File: src/design/sdbd_pkg.sv
// Shared types and fixed constants of the SSD detection box decoder.
// Used by the decoder core and by its port checker; depends on nothing else.

package sdbd_pkg;

    // Fixed field widths.
    localparam int RAW_W      = 16;
    localparam int FIDX_W     = 16;
    localparam int GROW_W     = 16;
    localparam int GROW_FRAC  = 12;
    localparam int CFG_IDX_W  = 3;
    localparam int CFG_DATA_W = 16;

    // Configuration register indexes.
    localparam logic [CFG_IDX_W-1:0] CFG_FRAME_WIDTH  = 3'd0;
    localparam logic [CFG_IDX_W-1:0] CFG_FRAME_HEIGHT = 3'd1;
    localparam logic [CFG_IDX_W-1:0] CFG_GROW_X       = 3'd2;
    localparam logic [CFG_IDX_W-1:0] CFG_GROW_Y       = 3'd3;
    localparam logic [CFG_IDX_W-1:0] CFG_SCORE_THR    = 3'd4;

    // Sequencer steps of one record.
    localparam int STEP_W = 3;
    localparam logic [STEP_W-1:0] STEP_GROW_X = 3'd4;
    localparam logic [STEP_W-1:0] STEP_GROW_Y = 3'd5;
    localparam logic [STEP_W-1:0] STEP_FIN_X  = 3'd5;
    localparam logic [STEP_W-1:0] STEP_FIN_Y  = 3'd6;
    localparam logic [STEP_W-1:0] STEP_LAST   = 3'd6;

    // Number of corner entries in the coordinate and pixel registers.
    localparam int N_CORNERS = 4;

    typedef enum logic [1:0] {
        ST_IDLE,
        ST_RUN,
        ST_EMIT
    } t_state;

endpackage

File: src/design/ssd_detection_box_decode_core.sv
// Top level of the SSD detection box decoder: clamp, scale, grow and clip of one box.
// Depends on sdbd_pkg; all multiplications go through one shared multiplier.

// A live record is decoded from the cycle it is accepted until the decoder is
// ready again: the acceptance cycle, seven steps of the sequencer around the
// single shared 14x16 multiplier (four corner scalings, two growth products,
// and the clip of each axis in the step after its product), and an emit state
// that loads the output register if the box passes the score and area check.
// o_ready is low during that time, and the output load waits while a previous
// result still sits unread in the output register. Records that carry the end
// mark, or that arrive after one up to and including the frame's last slot,
// are dropped in their acceptance cycle and keep o_ready high. Configuration
// writes are taken in any cycle and should be made only while the decoder is idle.

module ssd_detection_box_decode_core
    import sdbd_pkg::*;
#(
    parameter int FRAME_BITS = 13,
    parameter int FRAC_BITS  = 12
) (
    input  logic                    i_clk,
    input  logic                    i_rst_n,
    // configuration write channel
    input  logic                    i_cfg_valid,
    output logic                    o_cfg_ready,
    input  logic [CFG_IDX_W-1:0]    i_cfg_index,
    input  logic [CFG_DATA_W-1:0]   i_cfg_data,
    // record input channel
    input  logic                    i_valid,
    output logic                    o_ready,
    input  logic [FIDX_W-1:0]       i_frame_index,
    input  logic                    i_end_mark,
    input  logic                    i_last_slot,
    input  logic signed [RAW_W-1:0] i_score_raw,
    input  logic signed [RAW_W-1:0] i_left_raw,
    input  logic signed [RAW_W-1:0] i_top_raw,
    input  logic signed [RAW_W-1:0] i_right_raw,
    input  logic signed [RAW_W-1:0] i_bottom_raw,
    // box output channel
    output logic                    o_valid,
    input  logic                    i_ready,
    output logic [FIDX_W-1:0]       o_out_frame_index,
    output logic [FRAC_BITS:0]      o_confidence,
    output logic [FRAME_BITS-1:0]   o_box_x,
    output logic [FRAME_BITS-1:0]   o_box_y,
    output logic [FRAME_BITS:0]     o_box_w,
    output logic [FRAME_BITS:0]     o_box_h
);

    localparam int SW  = FRAME_BITS + 1;
    localparam int VW  = FRAC_BITS + 1;
    localparam int MA  = (VW > SW) ? VW : SW;
    localparam int MB  = (SW > GROW_W) ? SW : GROW_W;
    localparam int PW  = MA + MB;
    localparam int MW  = SW + 1 + GROW_FRAC;
    localparam int EW  = ((MW > PW) ? MW : PW) + 2;
    localparam int SHR = GROW_FRAC + 1;

    localparam logic [PW-1:0]         PIX_RND  = PW'(1) << (FRAC_BITS - 1);
    localparam logic signed [EW-1:0]  CEIL_ADD = (EW'(1) << SHR) - EW'(1);
    localparam logic signed [RAW_W+1:0] ONE_S  = (RAW_W+2)'(1) << FRAC_BITS;

    // Configuration registers.
    logic [SW-1:0]     r_frame_w;
    logic [SW-1:0]     r_frame_h;
    logic [GROW_W-1:0] r_grow_x;
    logic [GROW_W-1:0] r_grow_y;
    logic [VW-1:0]     r_thr;

    // Sequencer and record registers.
    t_state            r_state, n_state;
    logic [STEP_W-1:0] r_step, n_step;
    logic              r_ended;
    logic [FIDX_W-1:0] r_fidx;
    logic [VW-1:0]     r_conf;
    logic [VW-1:0]     r_v   [N_CORNERS];
    logic [SW-1:0]     r_pix [N_CORNERS];
    logic [PW-1:0]     r_prod;
    logic [SW-1:0]     r_x, r_y, r_w, r_h;

    // Output register.
    logic              r_ov;
    logic [FIDX_W-1:0] r_o_fidx;
    logic [VW-1:0]     r_o_conf;
    logic [SW-1:0]     r_o_x, r_o_y, r_o_w, r_o_h;

    logic              in_fire;
    logic              live;
    logic              emit_ok;
    logic              out_free;
    logic              out_load;
    logic [VW-1:0]     clamp_in [N_CORNERS + 1];
    logic signed [RAW_W-1:0] raw_in [N_CORNERS + 1];

    logic [MA-1:0]     mul_a;
    logic [MB-1:0]     mul_b;
    logic [SW-1:0]     iss_p0, iss_p1, iss_diff;
    logic [SW-1:0]     fin_p0, fin_p1, fin_lo_pix, fin_hi_pix, fin_size;
    logic [SW-1:0]     pix_new;
    logic signed [EW-1:0] mid_s, ext_s, lo_full, hi_full, size_s, size_m1;
    logic signed [EW-1:0] lo_c, hi_c, side_c;
    logic [STEP_W-1:0] cons_idx;

    assign o_cfg_ready = 1'b1;
    assign o_ready     = (r_state == ST_IDLE);
    assign in_fire     = i_valid && o_ready;
    assign live        = !r_ended && !i_end_mark;

    // Clamp the score and the four corners to [0, 1].
    assign raw_in[0] = i_left_raw;
    assign raw_in[1] = i_right_raw;
    assign raw_in[2] = i_top_raw;
    assign raw_in[3] = i_bottom_raw;
    assign raw_in[4] = i_score_raw;

    always_comb begin
        for (int k = 0; k < N_CORNERS + 1; k++) begin
            if (raw_in[k] < 0) begin
                clamp_in[k] = '0;
            end else if ((RAW_W+2)'(raw_in[k]) > ONE_S) begin
                clamp_in[k] = VW'(ONE_S);
            end else begin
                clamp_in[k] = VW'(raw_in[k]);
            end
        end
    end

    // Operand selection for the shared multiplier.
    always_comb begin
        iss_p0   = (r_step == STEP_GROW_Y) ? r_pix[2] : r_pix[0];
        iss_p1   = (r_step == STEP_GROW_Y) ? r_pix[3] : r_pix[1];
        iss_diff = (iss_p0 < iss_p1) ? (iss_p1 - iss_p0) : (iss_p0 - iss_p1);
        mul_a    = '0;
        mul_b    = '0;
        unique case (r_step)
            3'd0, 3'd1: begin
                mul_a = MA'(r_v[r_step[1:0]]);
                mul_b = MB'(r_frame_w);
            end
            3'd2, 3'd3: begin
                mul_a = MA'(r_v[r_step[1:0]]);
                mul_b = MB'(r_frame_h);
            end
            STEP_GROW_X: begin
                mul_a = MA'(iss_diff);
                mul_b = MB'(r_grow_x);
            end
            STEP_GROW_Y: begin
                mul_a = MA'(iss_diff);
                mul_b = MB'(r_grow_y);
            end
            default: begin
                mul_a = '0;
                mul_b = '0;
            end
        endcase
    end

    // Rounded pixel from the previous product.
    assign pix_new  = SW'((r_prod + PIX_RND) >> FRAC_BITS);
    assign cons_idx = r_step - STEP_W'(1);

    // Grow about the center and clip, from the previous growth product.
    always_comb begin
        fin_p0     = (r_step == STEP_FIN_Y) ? r_pix[2] : r_pix[0];
        fin_p1     = (r_step == STEP_FIN_Y) ? r_pix[3] : r_pix[1];
        fin_size   = (r_step == STEP_FIN_Y) ? r_frame_h : r_frame_w;
        fin_lo_pix = (fin_p0 < fin_p1) ? fin_p0 : fin_p1;
        fin_hi_pix = (fin_p0 < fin_p1) ? fin_p1 : fin_p0;
        mid_s   = signed'(EW'({(SW+1)'(fin_lo_pix) + (SW+1)'(fin_hi_pix), GROW_FRAC'(0)}));
        ext_s   = signed'(EW'(r_prod));
        lo_full = (mid_s - ext_s) >>> SHR;
        hi_full = (mid_s + ext_s + CEIL_ADD) >>> SHR;
        size_s  = signed'(EW'(fin_size));
        size_m1 = size_s - EW'(1);

        lo_c = lo_full;
        if (lo_c > size_m1) begin
            lo_c = size_m1;
        end
        if (lo_c < 0) begin
            lo_c = '0;
        end
        hi_c = hi_full;
        if (hi_c > size_s) begin
            hi_c = size_s;
        end
        if (hi_c < 0) begin
            hi_c = '0;
        end
        side_c = (hi_c > lo_c) ? (hi_c - lo_c) : '0;
    end

    assign emit_ok  = (r_conf > r_thr) && (r_w != '0) && (r_h != '0);
    assign out_free = !r_ov || i_ready;
    assign out_load = (r_state == ST_EMIT) && emit_ok && out_free;

    // Sequencer.
    always_ff @(posedge i_clk) begin
        if (!i_rst_n) begin
            r_state <= ST_IDLE;
            r_step  <= '0;
        end else begin
            r_state <= n_state;
            r_step  <= n_step;
        end
    end

    always_comb begin
        n_state = r_state;
        n_step  = r_step;
        unique case (r_state)
            ST_IDLE: begin
                n_step = '0;
                if (in_fire && live) begin
                    n_state = ST_RUN;
                end
            end
            ST_RUN: begin
                if (r_step == STEP_LAST) begin
                    n_state = ST_EMIT;
                    n_step  = '0;
                end else begin
                    n_step = r_step + STEP_W'(1);
                end
            end
            ST_EMIT: begin
                // A box is dropped at once; a kept box waits for the output register.
                if (!emit_ok || out_free) begin
                    n_state = ST_IDLE;
                end
            end
            default: begin
                n_state = ST_IDLE;
            end
        endcase
    end

    // Configuration registers.
    always_ff @(posedge i_clk) begin
        if (!i_rst_n) begin
            r_frame_w <= SW'(1920);
            r_frame_h <= SW'(1080);
            r_grow_x  <= GROW_W'(1) << GROW_FRAC;
            r_grow_y  <= GROW_W'(1) << GROW_FRAC;
            r_thr     <= VW'(1) << (FRAC_BITS - 1);
        end else if (i_cfg_valid) begin
            unique case (i_cfg_index)
                CFG_FRAME_WIDTH:  r_frame_w <= i_cfg_data[SW-1:0];
                CFG_FRAME_HEIGHT: r_frame_h <= i_cfg_data[SW-1:0];
                CFG_GROW_X:       r_grow_x  <= i_cfg_data[GROW_W-1:0];
                CFG_GROW_Y:       r_grow_y  <= i_cfg_data[GROW_W-1:0];
                CFG_SCORE_THR:    r_thr     <= i_cfg_data[VW-1:0];
                default:          ;
            endcase
        end
    end

    // The end mark holds until the frame's last slot has been seen.
    always_ff @(posedge i_clk) begin
        if (!i_rst_n) begin
            r_ended <= 1'b0;
        end else if (in_fire) begin
            r_ended <= i_last_slot ? 1'b0 : (r_ended || i_end_mark);
        end
    end

    // Record datapath.
    always_ff @(posedge i_clk) begin
        if (in_fire) begin
            r_fidx <= i_frame_index;
            r_conf <= clamp_in[4];
            for (int k = 0; k < N_CORNERS; k++) begin
                r_v[k] <= clamp_in[k];
            end
        end
        if (r_state == ST_RUN) begin
            r_prod <= PW'(mul_a) * PW'(mul_b);
            if (r_step != '0) begin
                if (cons_idx < STEP_W'(N_CORNERS)) begin
                    r_pix[cons_idx[1:0]] <= pix_new;
                end else if (r_step == STEP_FIN_X) begin
                    r_x <= lo_c[SW-1:0];
                    r_w <= side_c[SW-1:0];
                end else begin
                    r_y <= lo_c[SW-1:0];
                    r_h <= side_c[SW-1:0];
                end
            end
        end
    end

    // Output register.
    always_ff @(posedge i_clk) begin
        if (!i_rst_n) begin
            r_ov <= 1'b0;
        end else if (out_load) begin
            r_ov <= 1'b1;
        end else if (i_ready) begin
            r_ov <= 1'b0;
        end
    end

    always_ff @(posedge i_clk) begin
        if (out_load) begin
            r_o_fidx <= r_fidx;
            r_o_conf <= r_conf;
            r_o_x    <= r_x;
            r_o_y    <= r_y;
            r_o_w    <= r_w;
            r_o_h    <= r_h;
        end
    end

    assign o_valid           = r_ov;
    assign o_out_frame_index = r_o_fidx;
    assign o_confidence      = r_o_conf;
    assign o_box_x           = r_o_x[FRAME_BITS-1:0];
    assign o_box_y           = r_o_y[FRAME_BITS-1:0];
    assign o_box_w           = r_o_w;
    assign o_box_h           = r_o_h;

endmodule

File: config.mk
export PLATFORM = sky130hd
export DESIGN_NAME = ssd_detection_box_decode_core
export DESIGN_NICKNAME = d
export VERILOG_FILES = /design/src/design/sdbd_pkg.sv /design/src/design/ssd_detection_box_decode_core.sv
export SDC_FILE = /design/constraint.sdc
export NUM_CORES = 1
export LEC_CHECK = 0
export BUFFER_PORTS_ARGS = -buffer_cell sky130_fd_sc_hd__buf_4
export CORE_UTILIZATION = 48
export CTS_CLUSTER_DIAMETER = 30
export DETAILED_ROUTE_END_ITERATION = 10
export GPL_TIMING_DRIVEN = 0
export HOLD_SLACK_MARGIN = 0.06
export MAX_ROUTING_LAYER = met4
export PLACE_DENSITY = 0.76
export SLEW_MARGIN = 20
export SYNTH_ARGS = -nofsm -noshare
export SYNTH_HDL_FRONTEND = slang
export SYNTH_SLANG_ARGS = --single-unit
File: constraint.sdc
create_clock -name i_clk -period 11.7 [get_ports i_clk]
set_clock_uncertainty 0.2 [all_clocks]
set_input_delay 1.755 -clock i_clk [delete_from_list [all_inputs] [get_ports i_clk]]
set_output_delay 1.755 -clock i_clk [all_outputs]
set_load 0.05 [all_outputs]
# Word-level counts from Yosys, hierarchy flattened
# Memories as Yosys holds them, arrays and structs flattened. A register that Yosys moved wholly into a read port is not among the register bits.
# Cells that the tools add are included.
[op_classes] n_addsub=11 multipliers=1 n_lt_le_gt_ge=19 n_eq_ne=15 n_mux=41 n_bitwise=2 n_reduce_logical=35
[ops] cell="32-bit two-way mux" n=4
[ops] cell="14-bit two-way mux" n=9
[ops] cell="13-bit two-way mux" n=9
[ops] cell="16-bit by 14-bit greater-than comparator with 1-bit output, second input constant" n=5
[ops] cell="16-bit by 1-bit less-than comparator with 1-bit output, second input constant" n=5
[ops] cell="32-bit by 1-bit less-than comparator with 1-bit output, second input constant" n=2
[ops] cell="16-bit case mux with 4 select lines" n=1
[ops] cell="14-bit subtractor" n=3
[ops] cell="31-bit by 13-bit adder with 32-bit output, second input constant" n=1
[ops] cell="32-bit greater-than comparator" n=1
[ops] cell="27-bit by 30-bit adder with 31-bit output" n=1
[ops] cell="27-bit by 30-bit subtractor with 31-bit output" n=1
[ops] cell="14-bit by 16-bit multiplier with 30-bit output" n=1
[ops] cell="14-bit less-than comparator" n=2
[ops] cell="14-bit case mux with 2 select lines" n=1
[ops] cell="14-bit nonzero test" n=2
[ops] cell="26-bit by 12-bit adder with 26-bit output, second input constant" n=1
[ops] cell="19-bit by 15-bit greater-than comparator with 1-bit output" n=1
[ops] cell="18-bit by 15-bit greater-than comparator with 1-bit output" n=1
[ops] cell="14-bit by 14-bit adder with 15-bit output" n=1
[ops] cell="14-bit by 1-bit subtractor with 15-bit output, second input constant" n=1
[ops] cell="13-bit greater-than comparator" n=1
[ops] cell="3-bit by 2-bit == test with 1-bit output, second input constant" n=4
[ops] cell="3-bit == test, second input constant" n=4
[ops] cell="26 further kinds" n=62
[totals] regBits=276 ram_bits=108 in_bits=122 output_inout_bits=86 mem_count=2
[memory_table] name="r_pix" words=4 width=14 rd=4 rd_ports_with_merged_regs=0 write_ports=1 line_no="ssd_detection_box_decode_core.sv:77" text="logic [SW-1:0] r_pix [N_CORNERS];"
[memory_table] name="r_v" words=4 width=13 rd=1 rd_ports_with_merged_regs=1 write_ports=4 line_no="ssd_detection_box_decode_core.sv:76" text="logic [VW-1:0] r_v [N_CORNERS];"

# Longest topological paths before layout
# Gate-level depths: netlist (run 1).
[depth] depth_word=13 depth_mapped=47

# Least setup slack after synthesis (run 1)
# Ideal clock, no wire load.
[synth_timing] kind="reg2reg" startpoint="reg r_step[0]" endpoint="reg r_prod[29], data pin" setup_time_ps=260 t_arrival_ps=9250 slack_ps=1990 path_stages_with_launch=39 path_buffers=6 cell_sequence="dfxtp_1 -> buf_2 -> nor2b_1 -> nand2_1 -> clkbuf_1 -> buf_1 -> mux2_2 -> ha_1 -> buf_6 -> a21oi_2 -> o21ai_2 -> a211oi_2 -> o21bai_2 -> a21o_2 -> buf_6 -> a211oi_1 -> mux2i_1 -> nand2_1 -> [3 not listed] -> fa_1 -> inv_1 -> fa_1 -> inv_1 -> fa_1 -> inv_1 -> fa_1 -> fa_1 -> ha_1 -> nand3_1 -> a2111oi_0 -> a211oi_1 -> o21ai_0 -> a21oi_1 -> a21oi_1 -> o21a_1 -> nor2_1 -> xnor2_1"
[synth_between] elab_chain_len=6
[synth_lines] item="from (decl)" line_no="ssd_detection_box_decode_core.sv:72" text="logic [STEP_W-1:0] r_step, n_step;"
[synth_lines] item="from (signal assigned)" line_no="ssd_detection_box_decode_core.sv:205" text="r_step <= n_step;"
[synth_lines] item="3-bit == test" line_no="ssd_detection_box_decode_core.sv:130, ssd_detection_box_decode_core.sv:131, ssd_detection_box_decode_core.sv:135"
[synth_lines] item="14-bit two-way mux, on equally long branches" line_no="ssd_detection_box_decode_core.sv:130, ssd_detection_box_decode_core.sv:131"
[synth_lines] item="14-bit subtractor or 14-bit less-than comparator (tied branches)" line_no="ssd_detection_box_decode_core.sv:132" text="iss_diff = (iss_p0 < iss_p1) ? (iss_p1 - iss_p0) : (iss_p0 - iss_p1);"
[synth_lines] item="14-bit two-way mux" line_no="ssd_detection_box_decode_core.sv:132"
[synth_lines] item="14-bit case mux with 2 select lines" line_no="ssd_detection_box_decode_core.sv:135" text="unique case (r_step)"
[synth_lines] item="14-bit by 16-bit multiplier with 30-bit output (*)" line_no="ssd_detection_box_decode_core.sv:278" text="r_prod <= PW'(mul_a) * PW'(mul_b);"
[synth_lines] item="to (signal assigned)" line_no="ssd_detection_box_decode_core.sv:278"
[synth_lines] item="to (decl)" line_no="ssd_detection_box_decode_core.sv:78" text="logic [PW-1:0] r_prod;"
# Mark *: on every way between the ends. The rest lies on a longest branch, timed or not.
# A chain may end at the register's enable or synchronous reset.

# Final worst setup path (run 1)
[layout_timing] startpoint="reg r_step[1]" endpoint="reg r_prod[28], data pin"
# Same word-level chain as after synthesis.

==> metrics.md, run 1 <==
| Metric | Value |
|---|---|
| Synth Cell Area | `0.0290 sq mm` |
| Sequential fraction of the synthesis area | `37.1%` |
| CP Launch Point | `r_step[1]$_SDFFE_PN0N_` |
| Achievable Freq | `0.0895 GHz` |
| Critical Path Max Stage Delay | `550 ps` |
| Final WS setup | `523 ps` |
| Via Count | `22736` |
| Synth Area in Compound Gates | `11.2%` |
| Via count of the first global-routing pass | `22310` |
| Core Rows | `89` |
| Total power | `5.77 mW` |
| Clk sinks | `386` |
| Die width | `248 um` |
| Unique masters post-synth | `90` |
| Htree depth | `3` |
| Capture point of the worst path | `r_prod[28]$_DFFE_PP_` |
| Worst setup SP type | `flip-flop` |
| Core region area | `0.0594 sq mm` |
| Layout cells sized above 1 | `14.4%` |
| I/O pins | `208` |
| N_diodes | `0` |
| Worst path arrival time | `11310 ps` |
| Num CTS Buffers | `75` |
| Post-Synth XOR/XNOR Area | `3.19%` |
| Max-cap viol count | `0` |
| CTS tree | `done` |
| CTS max path bufs | `3` |
| Number of flops mapped to enable cells by yosys | `304` |
| Yosys top cell area share | `31.4%` |
| Reg2reg path depth | `37` |
| Most frequent cells in the layout | `440 x nand2_1, 315 x inv_1, 304 x edfxtp_1, 267 x ha_1, 218 x buf_4` |
| Type of the most critical hold path | `flip-flop to flip-flop` |
| Top FF cell, synth | `edfxtp_1` |
| Maximum VDD drop | `0.000112 V` |
| IO Port Bufs | `205` |
| PD cells | `167 mW/mm^2` |
| Most frequent CP cell | `fa_1` |
| Drc violations | `0` |
| HPWL Detailed | `61.9 mm` |
| GRT Util Overall | `26.7%` |
| Max Slew Vio Count | `0` |
| Number of synthesized register bits | `386` |
| Largest net degree at the start of global routing | `55` |
| Most common cell after layout, fill and taps aside | `nand2_1` |
| Area leader, netlist | `edfxtp_1` |
| HP Start | `r_fidx[4]$_DFFE_PP_` |
| LEAKAGE | `15.3 nW` |
| Worst-Margin Slew | `1200 ps` |
| Worst-path clk slew | `50 ps` |
| Worst skew pair latency | `610 ps` |
| Routed len/inst | `19.5 um` |
| Clk root buf | `clkbuf_16` |
| Async S/R FF share, synth | `0%` |
| Adder-Cell Fraction of Synth Area | `23.2%` |
| Syn-to-layout area delta | `18.7%` |
| Final setup fails | `0` |
| First-pass GRT wire length | `123 mm` |
| Routed Antenna Nets | `0` |
| Slowest cell on crit path | `fa_1` |
| Simple-gate share of the synthesized area | `15.2%` |
| Crit path required time | `11830 ps` |
| Drt first-iter violations | `1901` |
| Ranking of synthesized cells by area | `edfxtp_1 31%, fa_1 12%, ha_1 12%` |
| Placer Congestion | `0.972` |
| Final Cycle Share | `95.5%` |
| FF-to-FF End | `r_prod[28]$_DFFE_PP_` |
| Die Ht | `248 um` |
| Vias per cell | `5.64` |
| Initial antenna violation count | `0` |
| Final nets | `3751` |
| Kind of critical path | `flip-flop to flip-flop` |
| Reg-to-Reg Start | `r_step[1]$_SDFFE_PN0N_` |
| Cells after synthesis | `2897` |
| Dpl ws | `-329 ps` |
| Drt first pass iters | `7` |
| Ys Warns | `0` |
| Full die area | `0.0615 sq mm` |
| Initial Util | `48.9%` |
| Avg Inst Size Synth | `10.0 sq um` |
| Relative slew margins | `17.6%` |
| CP Capture Type | `flip-flop` |
| Crit-path max FO | `10` |
| Post-synthesis mux area share | `4.34%` |
| Post-CTS Hold Buffers | `0` |
| WL final | `78.5 mm` |
| Outcome | `completed` |
| Crit path time final | `11180 ps` |
| FF-to-FF setup slack | `520 ps` |
| Final Hold Fails | `0` |
| Main combinational cell family by area after synthesis | `adder cells` |
| Grt total ovfl | `0` |
## where the power goes
part / internal (mW) / switching [mW]
Combinational: 0.738 / 1.13
Sequential: 1.60 / 0.0439
Clock: 1.51 / 0.747
## per-layer routing
layer / up-vias / track usage [%] / share of wire [%]
li1: 10588 / - / -
met1: 11093 / 34.5 / 42
met2: 891 / 42.2 / 47
met3: 164 / 4.95 / 7.4
met4: 0 / 8.95 / 3.2
met5: - / - / 0
## Yosys cell counts, types with 21 or more instances
| cell | count |
|---|---|
| nor3_1 | 38 |
| a21o_1 | 56 |
| and2_1 | 85 |
| nand4_1 | 23 |
| nand3_1 | 67 |
| mux2_2 | 34 |
| mux2i_1 | 57 |
| nor2_1 | 183 |
| clkbuf_1 | 59 |
| ha_1 | 267 |
| nor2b_1 | 26 |
| a21oi_1 | 114 |
| a211oi_1 | 29 |
| o21a_1 | 21 |
| a21boi_0 | 70 |
| inv_1 | 316 |
| nor4_1 | 28 |
| nand2_1 | 440 |
| dfxtp_1 | 82 |
| o21ai_0 | 59 |
| xnor2_1 | 77 |
| xor2_1 | 27 |
| edfxtp_1 | 304 |
| fa_1 | 169 |
## what timing repair did
item / in CTS / in global routing
resized for setup: 4 / 17
pin swaps: 0 / 2
buffers inserted: 0 / 4
cloned: 0 / 0
setup endpoints to repair: 29 / 35
## metrics by stage
| stage | hold WS (ps) | cell area [sq um] | instances | utilization (%) | setup TNS, ps |
|---|---|---|---|---|---|
| after floorplan | 200 | 29000 | 2900 | - | 0 |
| after global placement | 201 | 31500 | 3878 | 53.2 | -2660 |
| after detailed placement | 205 | 31700 | 3885 | 53.4 | -5890 |
| after CTS | 213 | 34400 | 4025 | 58.0 | 0 |
| after global routing | 216 | 34500 | 4029 | 58.1 | -18.9 |
| final | 214 | 34500 | 4029 | 58.1 | 0 |
## state kept, by name, indices dropped and copies added, names as in the netlist, 14 cells and up, named ones only
name               count
r_frame_h             14
o_box_h               14
r_v                   52
r_grow_x              16
r_fidx                16
r_w                   14
r_h                   14
r_prod                30
o_out_frame_index     16
r_frame_w             14
r_pix                 56
o_box_w               14
r_grow_y              16
## cells by family after synthesis
kind of cell / after synthesis
fa+ha+maj: 436
other cells: 2
simple gates: 966
buf+inv: 421
mux: 105
compound gates: 476
flops: 386
xor+xnor: 105
## worst max-delay path, delay by kind of cell, from the launching register on
| family | cells | cell delay, ps |
|---|---|---|
| flip-flops | 1 | 530 |
| XOR/XNOR | 1 | 110 |
| AO/OA/AOI/OAI | 12 | 2990 |
| buffers and inverters | 8 | 1420 |
| AND/OR/NAND/NOR | 6 | 1030 |
| multiplexers | 2 | 850 |
| adder cells (fa/ha/maj) | 8 | 3760 |
## cell type report
class                   instances  area, sq um
plain buffers                 105          483
inverters                     316         1190
clock buffers                  84         1960
well taps                     773          967
repair buffers                216         1700
flip-flops and latches        386        10800
fillers                      4883        24900
multi-input cells            2093        16700
clock inverters                56          731
## worst min-delay path by stage
stage	depth (start not counted)	endpoint
after floorplan	0	o_out_frame_index[0]$_DFFE_PP_
after global placement	0	o_out_frame_index[15]$_DFFE_PP_
after detailed placement	0	o_out_frame_index[10]$_DFFE_PP_
after CTS	0	o_out_frame_index[4]$_DFFE_PP_
after global routing	0	r_o_y[8]$_DFFE_PP_
final	0	o_out_frame_index[4]$_DFFE_PP_
No activity file was read; power rests on OpenSTA's default activity.
==> run 2, diff against run 1 <==
--- a/config.mk
+++ b/config.mk
@@ -6,6 +6,7 @@
 export NUM_CORES = 1
 export LEC_CHECK = 0
 export BUFFER_PORTS_ARGS = -buffer_cell sky130_fd_sc_hd__buf_4
+export CAP_MARGIN = 20
 export CORE_UTILIZATION = 48
 export CTS_CLUSTER_DIAMETER = 30
 export DETAILED_ROUTE_END_ITERATION = 10
==> constraint.sdc (replaced) <==
create_clock -name i_clk -period 12.1 [get_ports i_clk]
set_clock_uncertainty 0.2 [all_clocks]
set_input_delay 1.815 -clock i_clk [delete_from_list [all_inputs] [get_ports i_clk]]
set_output_delay 1.815 -clock i_clk [all_outputs]
set_load 0.05 [all_outputs]
==> metrics.md, run 2 (same netlist as run 1, synthesis figures left out) <==
| Metric | Value |
|---|---|
| Placed cell area | `0.0317 sq mm (unchanged)` |
| Via Count | `22666 (-0.31%)` |
| Maximum VDD drop | `0.000108 V (-3.2%)` |
| Worst setup SP type | `flip-flop` |
| Grt total ovfl | `0 (unchanged)` |
| Worst path arrival time | `11670 ps (+360 ps)` |
| Die Ht | `248 um (unchanged)` |
| Final Non-Filler Cells | `4028 (-0.025%)` |
| GRT Util Overall | `26.7% (unchanged)` |
| Worst skew pair latency | `610 ps (about the same)` |
| Kind of critical path | `flip-flop to flip-flop` |
| I/O pins | `208 (unchanged)` |
| Full die area | `0.0615 sq mm (unchanged)` |
| Dpl ws | `70.5 ps (+400 ps)` |
| Worst-path clk slew | `50 ps (about the same)` |
| Worst hold slack | `215 ps (+0.971 ps)` |
| Finished Cell Area | `0.0344 sq mm (about the same)` |
| Routed len/inst | `19.5 um (about the same)` |
| Layout fillers | `4882 (-0.020%)` |
| Syn-to-layout area delta | `18.6% (about the same)` |
| Final nets | `3750 (-0.027%)` |
| N_diodes | `0 (unchanged)` |
| Initial antenna violation count | `0 (unchanged)` |
| Final Cycle Share | `95.3% (-0.21 points)` |
| Slowest cell on crit path | `a2111oi_0` |
| Clk root buf | `clkbuf_16` |
| Core region area | `0.0594 sq mm (unchanged)` |
| Max-cap viol count | `0 (unchanged)` |
| Drt first pass iters | `5 (-2)` |
| IO Port Bufs | `205 (unchanged)` |
| TNS Setup | `0 ps (unchanged)` |
| PD cells | `162 mW/mm^2 (-3.4%)` |
| First-pass GRT wire length | `123 mm (unchanged)` |
| Routed Antenna Nets | `0 (unchanged)` |
| Num CTS Buffers | `75 (unchanged)` |
| Max Slew Vio Count | `0 (unchanged)` |
| Total power | `5.57 mW (-3.4%)` |
| Final Hold Fails | `0 (unchanged)` |
| Via count of the first global-routing pass | `22310 (unchanged)` |
| Outcome | `completed` |
| Final WS setup | `566 ps (+42.8 ps)` |
| Crit path required time | `12240 ps (+410 ps)` |
| Clk sinks | `386 (unchanged)` |
| Core Rows | `89 (unchanged)` |
| Post-CTS Hold Buffers | `0 (unchanged)` |
| Largest net degree at the start of global routing | `55 (unchanged)` |
| Worst-Margin Slew | `1230 ps (+29.8 ps)` |
| Drt first-iter violations | `1909 (+0.42%)` |
| Most frequent CP cell | `fa_1` |
| Drc violations | `0 (unchanged)` |
| Final setup fails | `0 (unchanged)` |
| Crit-path max FO | `10 (unchanged)` |
| Most common cell after layout, fill and taps aside | `nand2_1` |
| CTS max path bufs | `3 (unchanged)` |
| CP Capture Type | `flip-flop` |
| Critical Path Max Stage Delay | `600 ps (+50 ps)` |
| Relative slew margins | `15.6% (-2.0 points)` |
| Achievable Freq | `0.0867 GHz (-3.1%)` |
| Crit path time final | `11530 ps (+357 ps)` |
| CTS tree | `done` |
| Initial Util | `48.9% (unchanged)` |
| Max reg flops | `56 (unchanged)` |
| WL final | `78.5 mm (about the same)` |
| Layout cells sized above 1 | `14.3% (-0.15 points)` |
| Most frequent cells in the layout | `440 x nand2_1, 315 x inv_1, 304 x edfxtp_1, 267 x ha_1, 217 x buf_4` |
| Type of the most critical hold path | `flip-flop to flip-flop` |
| HPWL Detailed | `61.9 mm (unchanged)` |
| Finished Core Util | `58.0% (about the same)` |
| Placer Congestion | `0.972 (unchanged)` |
| Placed insts | `3885 (unchanged)` |
| Die width | `248 um (unchanged)` |
| Htree depth | `3 (unchanged)` |
| Vias per cell | `5.63 (-0.28%)` |
| LEAKAGE | `15.3 nW (about the same)` |
## run 2: cell count changes in the layout (fill, tap and decap cells not counted), sizes merged
cell,delta
clkbuf,+2
buf,-3
## run 2: repair_timing
item	in CTS	in global routing
resized for setup	1	14
setup buffers	0	3
setup endpoints to repair	20	30
pin swaps	0	1
## run 2: power breakdown
part / switching, mW / internal, mW / total [mW]
registers: 0.0423 / 1.55 / 1.59
logic: 1.09 / 0.712 / 1.80
clock network: 0.722 / 1.46 / 2.18
## run 2: layer usage
layer / vias to the layer above / GRT usage [%] / routed length [um]
met5: - / - / 0
met4: 0 / 8.95 / 2580
met3: 165 / 4.95 / 5610
met2: 847 / 42.2 / 37100
met1: 11072 / 34.5 / 33300
li1: 10582 / - / -
## run 2: final cells by class
| type | count | area (sq um) | area share [%] |
|---|---|---|---|
| Multi-Input combinational cell | 2093 | 16600 | 48.3 |
| Sequential cell | 386 | 10800 | 31.3 |
| Clock buffer | 84 | 1960 | 5.70 |
| Timing Repair Buffer | 215 | 1690 | 4.91 |
| Inverter | 316 | 1190 | 3.44 |
| Tap cell | 773 | 967 | 2.81 |
| Clock inverter | 56 | 731 | 2.12 |
| Buffer | 105 | 482 | 1.40 |
## run 2: path summary, 6_finish.rpt
path,endpoint,cells after the start,slack (ps),start
setup / recovery,r_prod[29]$_DFFE_PP_,38,570,r_step[0]$_SDFFE_PN0N_
hold / removal,r_o_y[4]$_DFFE_PP_,0,210,r_y[4]$_DFFE_PP_
setup reg to reg,r_prod[29]$_DFFE_PP_,38,570,r_step[0]$_SDFFE_PN0N_
hold reg to reg,r_o_y[4]$_DFFE_PP_,0,210,r_y[4]$_DFFE_PP_
## run 2: worst max-delay path: cells and delay by family (launching register included)
family	cells	cell delay, ps
buf+inv	8	1080
fa+ha+maj	9	4030
simple gates	6	1210
mux	2	930
flops	1	290
xor+xnor	1	110
compound gates	12	3420
